`config.mk`:
```
export PLATFORM = sky130hd
export DESIGN_NAME = lagged_fibonacci_random_source
export DESIGN_NICKNAME = d
export VERILOG_FILES = /design/src/hdl/lfrs_pkg.sv /design/src/hdl/lfrs_cell.sv /design/src/hdl/lfrs_mod.sv /design/src/hdl/lagged_fibonacci_random_source.sv
export SDC_FILE = /design/constraint.sdc
export NUM_CORES = 2
export LEC_CHECK = 0
export BUFFER_PORTS_ARGS = -buffer_cell sky130_fd_sc_hd__buf_2
export CORE_MARGIN = 1.5
export CORE_UTILIZATION = 35
export DETAILED_ROUTE_END_ITERATION = 6
export PLACE_DENSITY = 0.5
export SLEW_MARGIN = 5
export SYNTH_ARGS = -nofsm -noshare
export SYNTH_HDL_FRONTEND = slang
export SYNTH_SLANG_ARGS = --single-unit
```
`constraint.sdc`:
```
create_clock -name clk_i -period 230.2 [get_ports clk_i]
set_input_delay 69.06 -clock clk_i [delete_from_list [all_inputs] [get_ports clk_i]]
set_output_delay 69.06 -clock clk_i [all_outputs]
set_load 0.03 [all_outputs]
```
`src/hdl/lfrs_pkg.sv`:
```
`default_nettype none

package lfrs_pkg;

  localparam int LagDepth  = 55;
  localparam int TrailTap  = 55 - 24;
  localparam int WordW     = 30;
  localparam int DrawShift = 6;
  localparam int DrawW     = WordW - DrawShift;
  localparam int DataW     = 32;
  localparam int SpanW     = DataW + 2;
  localparam int DoorW     = 4;
  localparam int DoorMax   = 9;
  localparam int DoorTries = 4096;
  localparam int DoorCntW  = $clog2(DoorTries);
  localparam int FillCntW  = $clog2(LagDepth);
  localparam int ModCntW   = $clog2(DrawW);

  typedef enum logic [1:0] {
    REQ_RANGE,
    REQ_BITS,
    REQ_DOOR,
    REQ_NONE
  } req_e;

  typedef enum logic [2:0] {
    ST_FILL,
    ST_IDLE,
    ST_EXEC,
    ST_MOD,
    ST_DONE
  } state_e;

  typedef struct packed {
    logic busy;
    logic done;
  } mod_stat_t;

endpackage

`default_nettype wire

```
`src/hdl/lfrs_cell.sv`:
```
`default_nettype none

module lfrs_cell (
  input  wire logic                       clk_i,
  input  wire logic                       shift_i,
  input  wire logic [lfrs_pkg::WordW-1:0] d_i,
  output logic      [lfrs_pkg::WordW-1:0] q_o
);

  logic [lfrs_pkg::WordW-1:0] word_q;

  always_ff @(posedge clk_i) begin
    if (shift_i) begin
      word_q <= d_i;
    end
  end

  assign q_o = word_q;

endmodule

`default_nettype wire

```
`src/hdl/lfrs_mod.sv`:
```
`default_nettype none

module lfrs_mod (
  input  wire logic                       clk_i,
  input  wire logic                       rst_ni,
  input  wire logic                       start_i,
  input  wire logic [lfrs_pkg::DrawW-1:0] dividend_i,
  input  wire logic [lfrs_pkg::DrawW:0]   divisor_i,
  output lfrs_pkg::mod_stat_t             stat_o,
  output logic      [lfrs_pkg::DrawW-1:0] rem_o
);

  logic [lfrs_pkg::DrawW-1:0]   rem_q, rem_d;
  logic [lfrs_pkg::DrawW-1:0]   dvd_q, dvd_d;
  logic [lfrs_pkg::DrawW:0]     div_q, div_d;
  logic [lfrs_pkg::ModCntW-1:0] cnt_q, cnt_d;
  logic                         busy_q, busy_d;
  logic                         done_q, done_d;
  logic [lfrs_pkg::DrawW:0]     trial;

  // restoring remainder, one dividend bit per cycle
  assign trial = {rem_q, dvd_q[lfrs_pkg::DrawW-1]};

  always_comb begin
    rem_d  = rem_q;
    dvd_d  = dvd_q;
    div_d  = div_q;
    cnt_d  = cnt_q;
    busy_d = busy_q;
    done_d = 1'b0;
    if (start_i) begin
      rem_d  = '0;
      dvd_d  = dividend_i;
      div_d  = divisor_i;
      cnt_d  = lfrs_pkg::ModCntW'(lfrs_pkg::DrawW - 1);
      busy_d = 1'b1;
    end else if (busy_q) begin
      rem_d = (trial >= div_q) ? lfrs_pkg::DrawW'(trial - div_q)
                               : trial[lfrs_pkg::DrawW-1:0];
      dvd_d = {dvd_q[lfrs_pkg::DrawW-2:0], 1'b0};
      cnt_d = cnt_q - 1'b1;
      if (cnt_q == '0) begin
        busy_d = 1'b0;
        done_d = 1'b1;
      end
    end
  end

  always_ff @(posedge clk_i or negedge rst_ni) begin
    if (!rst_ni) begin
      busy_q <= 1'b0;
      done_q <= 1'b0;
      cnt_q  <= '0;
    end else begin
      busy_q <= busy_d;
      done_q <= done_d;
      cnt_q  <= cnt_d;
    end
  end

  always_ff @(posedge clk_i) begin
    rem_q <= rem_d;
    dvd_q <= dvd_d;
    div_q <= div_d;
  end

  assign stat_o.busy = busy_q;
  assign stat_o.done = done_q;
  assign rem_o       = rem_q;

endmodule

`default_nettype wire

```
`src/hdl/lagged_fibonacci_random_source.sv`:
```
// channel   handshake               beat
// input     in_valid_i / in_stall_o  req_type_i, range_low_i, range_high_i, bit_width_i
// output    out_valid_o / out_stall_i drawn_value_o
// config    cfg_we_i                 cfg_wdata_i (seed)
//
// one request at a time; a bit draw, an empty range or an unused type passes EXEC and DONE
// on its way to the result, a range draw also passes MOD (24-step serial remainder unit)
// a door draw stays in EXEC for each retry, one table step each
// after reset and after each seed write the 55-cell ring refills,
// with in_stall_o high
// a finished result waits in the output register while the next beat is accepted

`default_nettype none

module lagged_fibonacci_random_source (
  input  wire logic                       clk_i,
  input  wire logic                       rst_ni,
  input  wire logic                       cfg_we_i,
  input  wire logic [lfrs_pkg::WordW-1:0] cfg_wdata_i,
  input  wire logic                       in_valid_i,
  output logic                            in_stall_o,
  input  wire logic [1:0]                 req_type_i,
  input  wire logic [31:0]                range_low_i,
  input  wire logic [31:0]                range_high_i,
  input  wire logic [4:0]                 bit_width_i,
  output logic                            out_valid_o,
  input  wire logic                       out_stall_i,
  output logic      [31:0]                drawn_value_o
);

  localparam int W  = lfrs_pkg::WordW;
  localparam int DW = lfrs_pkg::DataW;
  localparam int RW = lfrs_pkg::DrawW;
  localparam int SW = lfrs_pkg::SpanW;

  lfrs_pkg::state_e state_q, state_d;

  logic [W-1:0]                    seed_q;
  logic [lfrs_pkg::FillCntW-1:0]   fill_cnt_q, fill_cnt_d;
  logic [lfrs_pkg::DoorCntW-1:0]   door_cnt_q, door_cnt_d;
  lfrs_pkg::req_e                  req_q;
  logic [DW-1:0]                   lo_q, hi_q;
  logic [4:0]                      bw_q;
  logic [DW-1:0]                   res_q, res_d;
  logic                            out_valid_q, out_valid_d;
  logic [DW-1:0]                   drawn_q, drawn_d;

  logic [W-1:0]  cell_q [lfrs_pkg::LagDepth];
  logic [W-1:0]  sum, fill_val, feed;
  logic          shift, draw, mod_start, accept, load;
  logic [RW-1:0] raw;

  logic [SW-1:0]               span;
  logic                        span_le1, span_big;
  logic [RW:0]                 divisor;
  logic [DW-1:0]               bit_mask, bits_res;
  logic [lfrs_pkg::DoorW-1:0]  door_digit;
  logic                        door_ok, door_last;
  lfrs_pkg::mod_stat_t         mod_stat;
  logic [RW-1:0]               mod_rem;

  // ring of lag cells, cell 0 holds the lead entry
  for (genvar i = 0; i < lfrs_pkg::LagDepth; i++) begin : g_ring
    if (i == lfrs_pkg::LagDepth - 1) begin : g_tail
      lfrs_cell u_cell (
        .clk_i   (clk_i),
        .shift_i (shift),
        .d_i     (feed),
        .q_o     (cell_q[i])
      );
    end else begin : g_body
      lfrs_cell u_cell (
        .clk_i   (clk_i),
        .shift_i (shift),
        .d_i     (cell_q[i+1]),
        .q_o     (cell_q[i])
      );
    end
  end

  assign sum = cell_q[0] + cell_q[lfrs_pkg::TrailTap];
  assign raw = sum[W-1:lfrs_pkg::DrawShift];

  always_comb begin
    if (fill_cnt_q == '0) begin
      fill_val = seed_q;
    end else if (fill_cnt_q == lfrs_pkg::FillCntW'(1)) begin
      fill_val = W'(1);
    end else begin
      fill_val = cell_q[lfrs_pkg::LagDepth-1] + cell_q[lfrs_pkg::LagDepth-2];
    end
  end

  assign feed  = (state_q == lfrs_pkg::ST_FILL) ? fill_val : sum;
  assign shift = (state_q == lfrs_pkg::ST_FILL) || draw;

  assign in_stall_o = (state_q != lfrs_pkg::ST_IDLE);
  assign accept     = in_valid_i && !in_stall_o;
  assign load       = (state_q == lfrs_pkg::ST_DONE) && (!out_valid_q || !out_stall_i);

  // request decode
  assign span     = {{2{hi_q[DW-1]}}, hi_q} - {{2{lo_q[DW-1]}}, lo_q} + SW'(1);
  assign span_le1 = ($signed(span) <= $signed(SW'(1)));
  assign span_big = |span[SW-1:RW];
  assign divisor  = span_big ? ((RW+1)'(1) << RW) : span[RW:0];

  assign bit_mask = ~({DW{1'b1}} << bw_q);
  assign bits_res = {{(DW-RW){1'b0}}, raw} & bit_mask;

  assign door_digit = raw[lfrs_pkg::DoorW-1:0];
  assign door_ok    = (door_digit <= lfrs_pkg::DoorW'(lfrs_pkg::DoorMax));
  assign door_last  = (door_cnt_q == lfrs_pkg::DoorCntW'(lfrs_pkg::DoorTries - 1));

  lfrs_mod u_mod (
    .clk_i      (clk_i),
    .rst_ni     (rst_ni),
    .start_i    (mod_start),
    .dividend_i (raw),
    .divisor_i  (divisor),
    .stat_o     (mod_stat),
    .rem_o      (mod_rem)
  );

  // next state
  always_comb begin
    state_d    = state_q;
    fill_cnt_d = fill_cnt_q;
    case (state_q)
      lfrs_pkg::ST_FILL: begin
        fill_cnt_d = fill_cnt_q + 1'b1;
        if (fill_cnt_q == lfrs_pkg::FillCntW'(lfrs_pkg::LagDepth - 1)) begin
          state_d = lfrs_pkg::ST_IDLE;
        end
      end
      lfrs_pkg::ST_IDLE: begin
        if (accept) begin
          state_d = lfrs_pkg::ST_EXEC;
        end
      end
      lfrs_pkg::ST_EXEC: begin
        case (req_q)
          lfrs_pkg::REQ_RANGE: state_d = span_le1 ? lfrs_pkg::ST_DONE : lfrs_pkg::ST_MOD;
          lfrs_pkg::REQ_DOOR: begin
            if (door_ok || door_last) begin
              state_d = lfrs_pkg::ST_DONE;
            end
          end
          default: state_d = lfrs_pkg::ST_DONE;
        endcase
      end
      lfrs_pkg::ST_MOD: begin
        if (mod_stat.done) begin
          state_d = lfrs_pkg::ST_DONE;
        end
      end
      lfrs_pkg::ST_DONE: begin
        if (load) begin
          state_d = lfrs_pkg::ST_IDLE;
        end
      end
      default: state_d = lfrs_pkg::ST_FILL;
    endcase
    if (cfg_we_i) begin
      state_d    = lfrs_pkg::ST_FILL;
      fill_cnt_d = '0;
    end
  end

  // datapath controls and result
  always_comb begin
    draw        = 1'b0;
    mod_start   = 1'b0;
    res_d       = res_q;
    door_cnt_d  = door_cnt_q;
    out_valid_d = out_valid_q;
    drawn_d     = drawn_q;
    case (state_q)
      lfrs_pkg::ST_IDLE: begin
        door_cnt_d = '0;
      end
      lfrs_pkg::ST_EXEC: begin
        case (req_q)
          lfrs_pkg::REQ_RANGE: begin
            if (span_le1) begin
              res_d = lo_q;
            end else begin
              draw      = 1'b1;
              mod_start = 1'b1;
            end
          end
          lfrs_pkg::REQ_BITS: begin
            draw  = 1'b1;
            res_d = bits_res;
          end
          lfrs_pkg::REQ_DOOR: begin
            draw       = 1'b1;
            door_cnt_d = door_cnt_q + 1'b1;
            res_d      = door_ok ? {{(DW-lfrs_pkg::DoorW){1'b0}}, door_digit}
                                 : DW'(lfrs_pkg::DoorMax);
          end
          default: res_d = '0;
        endcase
      end
      lfrs_pkg::ST_MOD: begin
        if (mod_stat.done) begin
          res_d = lo_q + {{(DW-RW){1'b0}}, mod_rem};
        end
      end
      default: ;
    endcase
    if (load) begin
      out_valid_d = 1'b1;
      drawn_d     = res_q;
    end else if (out_valid_q && !out_stall_i) begin
      out_valid_d = 1'b0;
    end
  end

  always_ff @(posedge clk_i or negedge rst_ni) begin
    if (!rst_ni) begin
      state_q     <= lfrs_pkg::ST_FILL;
      fill_cnt_q  <= '0;
      seed_q      <= W'(1);
      out_valid_q <= 1'b0;
      door_cnt_q  <= '0;
    end else begin
      state_q     <= state_d;
      fill_cnt_q  <= fill_cnt_d;
      out_valid_q <= out_valid_d;
      door_cnt_q  <= door_cnt_d;
      if (cfg_we_i) begin
        seed_q <= cfg_wdata_i;
      end
    end
  end

  always_ff @(posedge clk_i) begin
    if (accept) begin
      req_q <= lfrs_pkg::req_e'(req_type_i);
      lo_q  <= range_low_i;
      hi_q  <= range_high_i;
      bw_q  <= bit_width_i;
    end
    res_q   <= res_d;
    drawn_q <= drawn_d;
  end

  assign out_valid_o   = out_valid_q;
  assign drawn_value_o = drawn_q;

endmodule

`default_nettype wire

```
==> flow_metrics.py <==
metrics = {
    "sta": {
        "grt_setup_unrepaired": "no",
        "skew_ns": 0.0394,
        "setup_viol": 0,
        "fin_setup_tns_ns": 0,
        "fin_crit_sh_pct": 30.9,
        "maxSlewHeadroom_pct": 19.0,
        "drv_slew": 0,
        "fmax_mhz": 14.0,
        "post-route-min-period_ns": 71.20,
        "setup_slack_ns": 159.00,
        "finalHoldViolCount": 0,
        "whs_ns": 0.399,
        "tightestPinTransition_ns": 1.21,
    },
    "floorplan": {
        "start_util_pct": 35.3,
        "design.core.area_mm2": 0.195,
        "boundaryPins": 140,
        "die_w_um": 446,
        "rows": 162,
        "die_height_um": 446,
        "dieArea_mm2": 0.199,
    },
    "synthesis": {
        "synthCells": 3668,
        "synth_seq_cells": 1917,
        "avgSynthCellArea_um2": 18.7,
        "async_reset_ff_share_pct": 3.08,
        "post-synth-top-count-cell": "edfxtp_1",
        "synth_area_mm2": 0.0688,
        "synth_ff_type": "edfxtp_1",
        "synth_top_area_share_pct": 80.1,
        "synth_edf_count": 1834,
        "synth.distinct_cells": 85,
        "syn-num-nets": 3961,
        "synth_area_leaders": "edfxtp_1 (80%), ha_1 (3.3%), dfrtp_1 (2.1%)",
        "synthTopCellsByCount": "edfxtp_1 (1,834), ha_1 (182), nor2_1 (170)",
        "ys_seq_area_share_pct": 82.9,
        "yosysWarnings": 0,
        "synth_largest_area_cell": "edfxtp_1",
    },
    "power": {
        "power_density_mw_per_mm2": 13.6,
        "power_leakage_nw": 29.6,
        "vdd_drop_max_mv": 0.00894,
    },
    "global_route": {
        "grt_pass1_vias": 30800,
        "grt_pass1_wl_um": 188000,
        "antenna_found_initial": 2,
        "grt_max_degree": 209,
        "grtUsageTotal_pct": 12.3,
        "grt_overflow": 0,
    },
    "worst_setup_path": {
        "arrival_ns": 2.14,
        "crit_type": "reg2out",
        "critPathLaunchType": "flip-flop",
        "cp_data_required_time_ns": 161.14,
        "worstSetupEndpointType": "primary output",
        "r2r-end": "g_ring[15].g_body.u_cell.q_o[4]$_DFFE_PP_",
        "rr_startpoint": "lo_q[1]$_DFFE_PP_",
        "rrSetupSlack_ns": 219.48,
        "reg2reg_depth": 21,
        "critPathMaxFanout": 12,
    },
    "finish": {
        "nNetsFinal": 4274,
        "area.growth.synth_to_final_pct": 15.3,
        "fin_area_mm2": 0.0793,
        "drive_gt1_share_pct": 13.5,
    },
    "placement": {
        "port_buffers": 139,
        "gp_congestion": 0.818,
        "dp_hpwl_um": 77100,
        "place_ws_ns": 159.60,
        "placed_area_mm2": 0.0729,
    },
    "clock_network": {
        "ctsHtreeMaxLevel": 4,
        "cts-root-buf": "clkbuf_16",
        "clock_latency_ns": 0.81,
        "clkTransAtPathRegs_ns": 0.06,
        "postCtsSetupBuffers": 0,
        "cts_buffers": 195,
        "cts_sinks": 1917,
        "cts-resized-gates": 0,
        "clock_path_buffers": 3,
        "cts_tree": "done",
        "ctsHoldBuffers": 0,
    },
    "worst_hold_path": {
        "hp-start": "g_ring[7].g_body.u_cell.q_o[15]$_DFFE_PP_",
        "hold_path.class": "reg2reg",
        "worstHoldPathCells": 0,
        "min_to": "g_ring[6].g_body.u_cell.q_o[15]$_DFFE_PP_",
    },
    "route": {
        "wl_per_cell_um": 18.1,
        "drc_errors": 0,
        "vias_per_cell": 4.65,
        "first_iter_violations": 2666,
        "via_count": 31500,
        "first_pass_iters": 5,
        "routed_wl_um": 122000,
        "drtAntennaViolNets": 0,
    },
    "run_status": {
        "outcome": "finished clean",
    },
    "flow_run": {
        "drv_cap": 0,
    },
}
==> power by group <==
group / internal [mW] / switching, mW
Clock: 0.180 / 0.131
Sequential: 0.579 / 0.0489
Combinational: 0.0497 / 0.0861
Total: 0.808 / 0.266
==> stage by stage <==
| step | std cells | utilization, % | total power, mW |
|---|---|---|---|
| global placement | 6408 | 37.4 | 0.771 |
| CTS | 6769 | 40.7 | 1.10 |
| floorplan | 3668 | - | 0.690 |
| global route | 6769 | 40.7 | 1.13 |
| detailed placement | 6408 | 37.4 | 0.773 |
| finish | 6770 | 40.7 | 1.07 |
==> cell type report <==
type	instances	area, um2
tap	2624	3280
antenna	1	2.50
clock inverter	124	1250
inverter	129	484
clock buffer	237	5130
fill	17600	116000
timing repair buffer	183	1070
multi-input combinational	1555	11000
sequential	1917	57000
==> flip-flops by register name, indices dropped and copies added, names as in the netlist, 2 cells and up <==
signal and cells:
res_q 32, bw_q 5, lo_q 32, g_ring.g_tail.u_cell.q_o 30
u_mod.rem_o 24, g_ring.g_body.u_cell.q_o 1620, hi_q 32, state_q 3
drawn_value_o 32, door_cnt_q 12, u_mod.dvd_q 24, u_mod.div_q 25
seed_q 30, req_q 2, u_mod.cnt_q 5, fill_cnt_q 6
==> worst max-delay path, stage by stage, from the launching register on <==
cell and delay (ns):
dfrtp_1 0.46, inv_1 0.14, nor3_1 0.19, buf_4 0.22, inv_1 0.12, buf_2 0.21
==> cells by family (layout without fill, tap and decap cells) <==
kind of cell / count (synthesis) / after routing / share of synthesized area [%]
compound gates: 609 / 609 / 5.76
simple gates: 577 / 577 / 4.20
fa+ha+maj: 187 / 187 / 3.46
flops: 1917 / 1917 / 82.9
mux: 74 / 74 / 1.16
buf+inv: 196 / 673 / 1.11
xor+xnor: 108 / 108 / 1.38
other cells: 0 / 1 / 0
==> layer usage <==
metal	global-route usage, %	vias to the layer above	part of all wire [%]
met4	4.50	0	2.8
met5	0	-	0
met1	17.9	15700	48
li1	-	15000	-
met2	18.4	527	45
met3	2.33	187	3.6
==> worst max-delay path by stage <==
stage,to,startpoint,depth (start not counted),slack [ns]
6_report,in_stall_o,state_q[0]$_DFFE_PN0P_,5,159.00
5_1_grt,in_stall_o,state_q[0]$_DFFE_PN0P_,5,158.81
4_1_cts,in_stall_o,state_q[0]$_DFFE_PN0P_,5,158.92
3_5_place_dp,state_q[2]$_DFFE_PN0P_,cfg_we_i,4,159.60
3_3_place_gp,state_q[2]$_DFFE_PN0P_,cfg_we_i,4,159.66
2_1_floorplan,g_ring[0].g_body.u_cell.q_o[0]$_DFFE_PP_,req_q[0]$_DFFE_PP_,4,136.65
==> cells in the final DEF, fill, tap and decap left out, types with 27 or more instances in the layout <==
cell       netlist  final
nand2_1        118    118
inv_1          129    129
o21ai_0        123    123
clkinv_1         0     38
nor3_1          42     41
a21o_1          46     46
and3_1          30     30
buf_2            6    138
clkinv_2         0     38
dfrtp_1         58     58
nand4_1         27     27
a211oi_1        40     40
edfxtp_1      1834   1834
clkbuf_16        0    196
xnor2_1         65     65
nor2_1         170    169
xor2_1          43     43
o21a_1          27     27
nand3_1         41     41
clkbuf_1        54     34
mux2_2          47     47
ha_1           182    182
buf_4            1     42
mux2i_1         27     27
a21oi_1        164    162
No activity file was read; power rests on OpenSTA's default activity.
